===== config.mk =====
export PLATFORM = sky130hd
export DESIGN_NAME = gyro_bias_calibrate_correct
export DESIGN_NICKNAME = d
export VERILOG_FILES = /design/src/rtl/gbc_pkg.sv /design/src/rtl/gyro_bias_calibrate_correct.sv /design/src/rtl/gbc_axis_corr.sv
export SDC_FILE = /design/constraint.sdc
export NUM_CORES = 2
export LEC_CHECK = 0
export BUFFER_PORTS_ARGS = -buffer_cell sky130_fd_sc_hd__buf_4
export CAP_MARGIN = 20
export CORE_ASPECT_RATIO = 0.6
export CORE_UTILIZATION = 60
export CTS_BUF_LIST = sky130_fd_sc_hd__clkbuf_4 sky130_fd_sc_hd__clkbuf_8
export DETAILED_ROUTE_END_ITERATION = 8
export GPL_TIMING_DRIVEN = 0
export PLACE_DENSITY = 0.77
export SYNTH_ARGS = -nofsm -noshare
export SYNTH_HDL_FRONTEND = slang
export SYNTH_HIERARCHICAL = 1
export SYNTH_SLANG_ARGS = --single-unit

===== constraint.sdc =====
create_clock -name clk -period 22.3 [get_ports clk]
set_input_delay 4.46 -clock clk [delete_from_list [all_inputs] [get_ports clk]]
set_output_delay 4.46 -clock clk [all_outputs]
set_load 0.01 [all_outputs]

===== src/rtl/gbc_pkg.sv =====
// ----------------------------------------------------------------------------
// gbc_pkg
// Shared types and constants of the gyro bias calibration and correction block
// ----------------------------------------------------------------------------
package gbc_pkg;

  localparam int RAW_W     = 16;
  localparam int FIX_W     = 17;
  localparam int DPS_W     = 19;
  localparam int DPS_MAG_W = 18;

  // floor(m * 512 / 131) == (m * DPS_RECIP) >> DPS_SHIFT for m < 2^16
  localparam int                    DPS_RECIP_W = 27;
  localparam logic [DPS_RECIP_W-1:0] DPS_RECIP  = 27'd65572020;
  localparam int                    DPS_SHIFT   = 24;
  localparam int                    DPS_PROD_W  = RAW_W + DPS_RECIP_W;

  // bias = trunc0(floor(s * coef / 2^15) / 2^16)
  localparam int COEF_W     = 32;
  localparam int BIAS_FLOOR = 15;
  localparam int BIAS_SHIFT = 31;

  typedef enum logic [3:0] {
    PH_CAL  = 4'b0001,
    PH_MUL  = 4'b0010,
    PH_BIAS = 4'b0100,
    PH_RUN  = 4'b1000
  } phase_t;

  typedef struct packed {
    logic signed [FIX_W-1:0] fixed;
    logic signed [DPS_W-1:0] dps;
  } axis_res_t;

endpackage


===== src/rtl/gyro_bias_calibrate_correct.sv =====
// ----------------------------------------------------------------------------
// gyro_bias_calibrate_correct
// Sums the first WINDOW samples per axis, fixes a bias from that sum, then
// gives bias-corrected rates in raw LSB and in deg/s (Q.9) for every later sample
// ----------------------------------------------------------------------------
//  channel | handshake             | payload
//  --------+-----------------------+--------------------------------------------
//  in      | in_valid / in_ready   | in_rate_x, in_rate_y, in_rate_z
//  out     | out_valid / out_ready | out_fixed_*, out_dps_*, out_offset_*
//
//  one request per cycle while the output is not stalled; a result passes the input register, then the output register
//  the first WINDOW requests give no result; after the last of them the bias
//  is formed by a multiply step, then a round step, holding one request in the
//  input register meanwhile
//  rst_n (synchronous) clears the sums, count, bias and all valid flags
//  a stalled output holds the input register, which then drops in_ready
// ----------------------------------------------------------------------------
module gyro_bias_calibrate_correct #(
  parameter int WINDOW = 512
) (
  input  logic                                clk,
  input  logic                                rst_n,
  input  logic                                in_valid,
  output logic                                in_ready,
  input  logic signed [gbc_pkg::RAW_W-1:0]    in_rate_x,
  input  logic signed [gbc_pkg::RAW_W-1:0]    in_rate_y,
  input  logic signed [gbc_pkg::RAW_W-1:0]    in_rate_z,
  output logic                                out_valid,
  input  logic                                out_ready,
  output logic signed [gbc_pkg::FIX_W-1:0]    out_fixed_x,
  output logic signed [gbc_pkg::FIX_W-1:0]    out_fixed_y,
  output logic signed [gbc_pkg::FIX_W-1:0]    out_fixed_z,
  output logic signed [gbc_pkg::DPS_W-1:0]    out_dps_x,
  output logic signed [gbc_pkg::DPS_W-1:0]    out_dps_y,
  output logic signed [gbc_pkg::DPS_W-1:0]    out_dps_z,
  output logic signed [gbc_pkg::RAW_W-1:0]    out_offset_x,
  output logic signed [gbc_pkg::RAW_W-1:0]    out_offset_y,
  output logic signed [gbc_pkg::RAW_W-1:0]    out_offset_z
);

  localparam int CNT_W = $clog2(WINDOW);
  localparam int SUM_W = gbc_pkg::RAW_W + CNT_W;
  localparam int MUL_W = SUM_W + gbc_pkg::COEF_W;
  localparam logic [gbc_pkg::COEF_W-1:0] COEF = gbc_pkg::COEF_W'(32'h7FFFFFFF / WINDOW);
  localparam logic [CNT_W-1:0]           CNT_LAST = CNT_W'(WINDOW - 1);

  gbc_pkg::phase_t phase_r, phase_nxt;
  logic [CNT_W-1:0] cnt_r;

  logic                             a_valid_r;
  logic signed [gbc_pkg::RAW_W-1:0] a_raw_r [3];
  logic                             a_fire;
  logic                             a_to_out;
  logic                             a_to_sum;

  logic signed [SUM_W-1:0]          sum_r  [3];
  logic signed [MUL_W-1:0]          prod_r [3];
  logic signed [gbc_pkg::RAW_W-1:0] bias_r [3];

  logic signed [gbc_pkg::RAW_W-1:0] in_raw [3];
  gbc_pkg::axis_res_t               res    [3];

  logic                             out_valid_r, out_valid_nxt;
  logic signed [gbc_pkg::FIX_W-1:0] out_fixed_r  [3];
  logic signed [gbc_pkg::DPS_W-1:0] out_dps_r    [3];
  logic signed [gbc_pkg::RAW_W-1:0] out_offset_r [3];

  assign in_raw[0] = in_rate_x;
  assign in_raw[1] = in_rate_y;
  assign in_raw[2] = in_rate_z;

  assign a_to_sum = a_valid_r && (phase_r == gbc_pkg::PH_CAL);
  assign a_to_out = a_valid_r && (phase_r == gbc_pkg::PH_RUN) && (!out_valid_r || out_ready);
  assign a_fire   = a_to_sum || a_to_out;
  assign in_ready = !a_valid_r || a_fire;

  always_comb begin
    phase_nxt = phase_r;
    case (phase_r)
      gbc_pkg::PH_CAL: begin
        if (a_to_sum && cnt_r == CNT_LAST) phase_nxt = gbc_pkg::PH_MUL;
      end
      gbc_pkg::PH_MUL:  phase_nxt = gbc_pkg::PH_BIAS;
      gbc_pkg::PH_BIAS: phase_nxt = gbc_pkg::PH_RUN;
      gbc_pkg::PH_RUN:  phase_nxt = gbc_pkg::PH_RUN;
      default:          phase_nxt = gbc_pkg::PH_CAL;
    endcase
  end

  always_comb begin
    out_valid_nxt = out_valid_r;
    if (a_to_out) begin
      out_valid_nxt = 1'b1;
    end else if (out_ready) begin
      out_valid_nxt = 1'b0;
    end
  end

  // control state
  always_ff @(posedge clk) begin
    if (!rst_n) begin
      phase_r     <= gbc_pkg::PH_CAL;
      cnt_r       <= '0;
      a_valid_r   <= 1'b0;
      out_valid_r <= 1'b0;
      for (int i = 0; i < 3; i++) begin
        sum_r[i]  <= '0;
        bias_r[i] <= '0;
      end
    end else begin
      phase_r     <= phase_nxt;
      out_valid_r <= out_valid_nxt;
      if (in_ready) a_valid_r <= in_valid;
      if (a_to_sum) begin
        cnt_r <= cnt_r + 1'b1;
        for (int i = 0; i < 3; i++) begin
          sum_r[i] <= sum_r[i] + SUM_W'(a_raw_r[i]);
        end
      end
      if (phase_r == gbc_pkg::PH_BIAS) begin
        for (int i = 0; i < 3; i++) begin
          // floor then truncate toward zero: bump negatives with a fraction
          bias_r[i] <= prod_r[i][gbc_pkg::BIAS_SHIFT +: gbc_pkg::RAW_W]
                     + gbc_pkg::RAW_W'(prod_r[i][MUL_W-1]
                       && (|prod_r[i][gbc_pkg::BIAS_SHIFT-1:gbc_pkg::BIAS_FLOOR]));
        end
      end
    end
  end

  // payload registers
  always_ff @(posedge clk) begin
    if (in_ready) begin
      for (int i = 0; i < 3; i++) a_raw_r[i] <= in_raw[i];
    end
    if (phase_r == gbc_pkg::PH_MUL) begin
      for (int i = 0; i < 3; i++) begin
        prod_r[i] <= MUL_W'(sum_r[i]) * $signed(MUL_W'(COEF));
      end
    end
    if (a_to_out) begin
      for (int i = 0; i < 3; i++) begin
        out_fixed_r[i]  <= res[i].fixed;
        out_dps_r[i]    <= res[i].dps;
        out_offset_r[i] <= bias_r[i];
      end
    end
  end

  for (genvar g = 0; g < 3; g++) begin : g_axis
    gbc_axis_corr u_corr (
      .raw  (a_raw_r[g]),
      .bias (bias_r[g]),
      .res  (res[g])
    );
  end

  assign out_valid    = out_valid_r;
  assign out_fixed_x  = out_fixed_r[0];
  assign out_fixed_y  = out_fixed_r[1];
  assign out_fixed_z  = out_fixed_r[2];
  assign out_dps_x    = out_dps_r[0];
  assign out_dps_y    = out_dps_r[1];
  assign out_dps_z    = out_dps_r[2];
  assign out_offset_x = out_offset_r[0];
  assign out_offset_y = out_offset_r[1];
  assign out_offset_z = out_offset_r[2];

`ifndef SYNTHESIS
  a_out_only_run: assert property (@(posedge clk) disable iff (!rst_n)
    out_valid_r |-> phase_r == gbc_pkg::PH_RUN)
    else $error("result shown before the bias was formed");

  a_hold_while_bias: assert property (@(posedge clk) disable iff (!rst_n)
    (phase_r == gbc_pkg::PH_MUL || phase_r == gbc_pkg::PH_BIAS) |-> !a_fire)
    else $error("request consumed while the bias is being formed");

  a_mul_then_bias: assert property (@(posedge clk) disable iff (!rst_n)
    phase_r == gbc_pkg::PH_MUL |=> phase_r == gbc_pkg::PH_BIAS)
    else $error("bias sequence skipped a step");

  a_bias_frozen: assert property (@(posedge clk) disable iff (!rst_n)
    (phase_r == gbc_pkg::PH_RUN && $past(phase_r) == gbc_pkg::PH_RUN)
      |-> $stable(bias_r[0]) && $stable(sum_r[0]))
    else $error("bias or sum changed after calibration");
`endif

endmodule


===== src/rtl/gbc_axis_corr.sv =====
// ----------------------------------------------------------------------------
// gbc_axis_corr
// Per-axis bias removal and conversion of the corrected rate to deg/s in Q.9
// ----------------------------------------------------------------------------
module gbc_axis_corr (
  input  logic signed [gbc_pkg::RAW_W-1:0] raw,
  input  logic signed [gbc_pkg::RAW_W-1:0] bias,
  output gbc_pkg::axis_res_t               res
);

  logic signed [gbc_pkg::FIX_W-1:0]      corr;
  logic        [gbc_pkg::FIX_W-1:0]      corr_neg;
  logic        [gbc_pkg::RAW_W-1:0]      mag;
  logic        [gbc_pkg::DPS_PROD_W-1:0] prod;
  logic        [gbc_pkg::DPS_MAG_W-1:0]  quo;
  logic        [gbc_pkg::DPS_W-1:0]      quo_ext;

  assign corr     = gbc_pkg::FIX_W'(raw) - gbc_pkg::FIX_W'(bias);
  assign corr_neg = -corr;
  // magnitude never exceeds 65535
  assign mag      = corr[gbc_pkg::FIX_W-1] ? corr_neg[gbc_pkg::RAW_W-1:0]
                                           : corr[gbc_pkg::RAW_W-1:0];
  assign prod     = gbc_pkg::DPS_PROD_W'(mag) * gbc_pkg::DPS_PROD_W'(gbc_pkg::DPS_RECIP);
  assign quo      = prod[gbc_pkg::DPS_SHIFT +: gbc_pkg::DPS_MAG_W];
  assign quo_ext  = gbc_pkg::DPS_W'(quo);

  // truncation toward zero: divide the magnitude, restore the sign
  assign res.fixed = corr;
  assign res.dps   = corr[gbc_pkg::FIX_W-1] ? -$signed(quo_ext) : $signed(quo_ext);

endmodule

==> impl_summary.md <==
Layout
The most frequent standard cell in the layout excluding fill and tap cells is sky130_fd_sc_hd__inv_1. Fill cells in the final layout number 11,669. The library cells used most frequently in the layout, excluding fill and tap cells, are 2,101 x sky130_fd_sc_hd__inv_1, 1,359 x sky130_fd_sc_hd__ha_1, 1,307 x sky130_fd_sc_hd__fa_1, 426 x sky130_fd_sc_hd__edfxtp_1, 409 x sky130_fd_sc_hd__nor2_1.

The sequential cells in the finished layout cover a total of 13,100 µm². The final layout net count is 11,811. The post-layout instance count excluding filler cells is 11,066.

The post-route standard cell area excluding fillers is 92,900 µm². The core occupancy in the finished layout is 65.2%. From synthesis to final layout, the design area changed by 7.47%. The area taken by multi-input logic gates is 65,000 µm². The share of layout cells above drive strength 1 is 6.21%.

CTS
TritonCTS built the clock tree. In this run, CTS created clock tree buffers numbering 76. In this run the post-CTS setup repair buffer count came out at 0. The root buffer cell is sky130_fd_sc_hd__clkbuf_8. Hold repair after CTS inserted 0 buffers. In this run the number of H-tree levels came out at 3. For the worst-skew pair, the clock arrives at the later sink with an insertion delay of 0.85 ns. The maximum buffer depth of the clock tree is 3. The clock drives 441 sinks. Post-CTS repair changed the size of 0 cells. Clock-pin slew was measured on the worst setup and hold paths at 0.07 ns.

Global routing
The number of global-route vias before repair was 64,382. The number of antenna violations at the first check in global routing came to 10. The global-route wire length before repair is 401 mm. The maximum number of pins on one net before global-route repair is 56. Across every metal layer, demand over resource in global routing totals 37.2%.

Global routing finished with a remaining overflow of 0.

Timing
The worst pin sits at a relative slew slack of 20.9%. The final critical-path share of the clock period is 58.1%. The worst-margin pin slew is 1.18 ns. The final hold violation count is 0. Timing would allow up to 77.2 MHz. The minimum clock period is 12.96 ns.

Clock skew on the completed layout was measured at 0.0736 ns. After routing, the total negative slack on setup checks comes to 0 ns. Setup repair after global routing left no endpoint under its margin.

The final-report max-slew violation count is 0. Setup violations remaining at the end of the flow were counted as 0.

Setup path
The most critical setup path has its endpoint at out_dps_r[0][16]. The required time at the worst-slack endpoint is 22.90 ns. The critical path in this run is classified as flip-flop to flip-flop. The signal arrival time at the worst endpoint is 13.56 ns. The nature of the critical path startpoint is a flip-flop. Tracing the worst setup path back leads to its startpoint at a_raw_r[0][0]. The family of cells with the greatest summed delay on the critical path is adder cells. Counting both buffers and inverters, the worst setup path holds a total of 9. Measured in cells, the most critical reg-to-reg path has a length of 37.

Of all nets on the critical path, the largest fanout is 10. The register-to-register path setup slack is 9.34 ns. The element type at the critical path end is a flip-flop. The most used cell along the critical path is sky130_fd_sc_hd__inv_1. In this run the critical register-to-register path is launched from a_raw_r[0][0].

The terminus of the critical flop-to-flop path is out_dps_r[0][16]. The biggest cell delay along the critical path is 0.96 ns. The slowest stage of the critical path is the sky130_fd_sc_hd__xnor2_1 cell.

The number of cells on the critical path is 37.

Job
The tool flagged a number of max-cap violations equal to 0.

Place
The final weighted congestion in routability-driven placement is 1.05. During placement, the flow inserted port buffers numbering 209. The area of placed instances is 91,100 µm². Including well taps, the total number of placed cells is 10,911. The wire-length estimate of the detail-placed layout is 233 mm.

Detailed routing
The sum of routed wire length over all layers is 265 mm. The first-pass detailed-route iteration total is 9. Dividing the detail-routed wire length by the instance count gives 23.9 µm. The remaining design rule violation count is 12. Detailed routing inserted a total of 64,588 vias.

The via-per-instance ratio is 5.84. The DRC marker count from the first detailed-route iteration is 6,624. The post-route antenna net violation count is 0.

Status
The flow ran to the end, but the final reports show violations. The checks that failed: DRC.

Logic synthesis
In the synthesized netlist the async set-or-reset flop fraction comes to 0%. The flip-flop cell with the highest count after synthesis is sky130_fd_sc_hd__edfxtp_1. The synthesized design spends more area on one cell type than any other, namely sky130_fd_sc_hd__fa_1. The post-synthesis area per instance is 9.88 µm².

The number of nets in the synthesized netlist is 11,470. The synthesized design devotes to its leading area cell type 30.3% of total area. Of the synthesized area, sequential elements account for 15.1%. The Yosys step of the flow raised 6 warnings. The synthesized netlist cell count is 8,752. In the post-synthesis netlist, the biggest area contributors are sky130_fd_sc_hd__fa_1 30%, sky130_fd_sc_hd__ha_1 20%, sky130_fd_sc_hd__edfxtp_1 15%. In this run, synthesis produced a sequential element count of 441. The count of flip-flops with a built-in enable after synthesis is 426. The netlist uses 110 different library cells. After synthesis the cells add up to 86,400 µm².

Die
The core region is 142,000 µm². The die covers 146,000 µm². The die boundary height is 296 µm.

The horizontal die dimension is 492 µm. During I/O placement, the number of pins put on the boundary was 210. The initialized floorplan defines 107 standard-cell rows. For this configuration, the core starts out at a cell density of 60.7%.

Min path
The min-delay analysis places its worst path in the category flip-flop to flip-flop.
-- sequential cells by signal (all words and copies together), names as in the netlist --
name and cells:
prod_r 99, sum_r 75, out_dps_r 57, out_fixed_r 51
a_raw_r 48, bias_r 48, out_offset_r 48, cnt_r 9
phase_r 4, a_valid_r 1, out_valid 1
-- metrics by stage --
step	setup slack (ns)	hold WS, ns
final	9.34	0.428
after global routing	8.90	0.432
after CTS	9.82	0.424
after detailed placement	9.82	0.438
after global placement	5.75	0.436
after floorplan	9.13	0.426
-- worst min path at each step --
stage,startpoint,to,slack (ns),cells after the start
floorplan,bias_r[0][10],out_offset_r[0][10],0.43,0
detailed placement,bias_r[0][46],out_offset_r[0][46],0.44,0
CTS,bias_r[0][43],out_offset_r[0][43],0.42,0
finish,bias_r[0][43],out_offset_r[0][43],0.43,0
global route,bias_r[0][43],out_offset_r[0][43],0.43,0
global placement,bias_r[0][19],out_offset_r[0][19],0.44,0
-- final cells by class --
class	instances	area share, %
Multi-Input combinational cell	6072	69.9
Antenna cell	8	0.0215
Clock buffer	99	1.33
Timing Repair Buffer	263	2.53
Sequential cell	441	14.1
Buffer	135	0.574
Tap cell	1907	2.57
Clock inverter	37	0.461
Inverter	2104	8.50
-- cell usage after synthesis, types with 35 or more instances --
library cell and instances:
sky130_fd_sc_hd__inv_1 2101, sky130_fd_sc_hd__ha_1 1359, sky130_fd_sc_hd__fa_1 1307, sky130_fd_sc_hd__edfxtp_1 426
sky130_fd_sc_hd__nor2_1 409, sky130_fd_sc_hd__a21oi_1 402, sky130_fd_sc_hd__xnor2_1 340, sky130_fd_sc_hd__nand2_1 328
sky130_fd_sc_hd__xor2_1 304, sky130_fd_sc_hd__o21ai_0 209, sky130_fd_sc_hd__a21o_1 178, sky130_fd_sc_hd__clkbuf_1 109
sky130_fd_sc_hd__or2_2 95, sky130_fd_sc_hd__nand4_1 83, sky130_fd_sc_hd__nand3_1 82, sky130_fd_sc_hd__o21bai_1 72
sky130_fd_sc_hd__nor3_1 65, sky130_fd_sc_hd__nor2b_1 58, sky130_fd_sc_hd__a31oi_1 57, sky130_fd_sc_hd__and3_1 52
sky130_fd_sc_hd__nand2b_1 48, sky130_fd_sc_hd__o21a_1 46, sky130_fd_sc_hd__a211oi_1 42, sky130_fd_sc_hd__o21ai_1 42
sky130_fd_sc_hd__or3_1 35
-- cell families (layout without fill, tap and decap cells) --
| kind of cell | count (synthesis) | in the layout | synth area share, % |
|---|---|---|---|
| and+or+nand+nor | 1408 | 1408 | 8.16 |
| other | 0 | 8 | 0 |
| xor gates and xnor gates | 649 | 649 | 6.64 |
| buffers and inverters | 2239 | 2638 | 9.75 |
| adders and majority gates | 2666 | 2666 | 49.9 |
| DFF | 441 | 441 | 15.1 |
| AOI/OAI and AO/OA | 1331 | 1331 | 10.2 |
| muxes | 18 | 18 | 0.210 |
-- metal layers --
| layer | wire [µm] | global-route usage (%) |
|---|---|---|
| met1 | 124000 | 58.3 |
| met5 | 437 | 0.974 |
| met4 | 4300 | 5.92 |
| met2 | 98200 | 47.5 |
| met3 | 38200 | 15.0 |
Power is left out: the tool's default activity adds up to more than one toggle a clock period on the data nets, which glitch-free logic cannot reach.
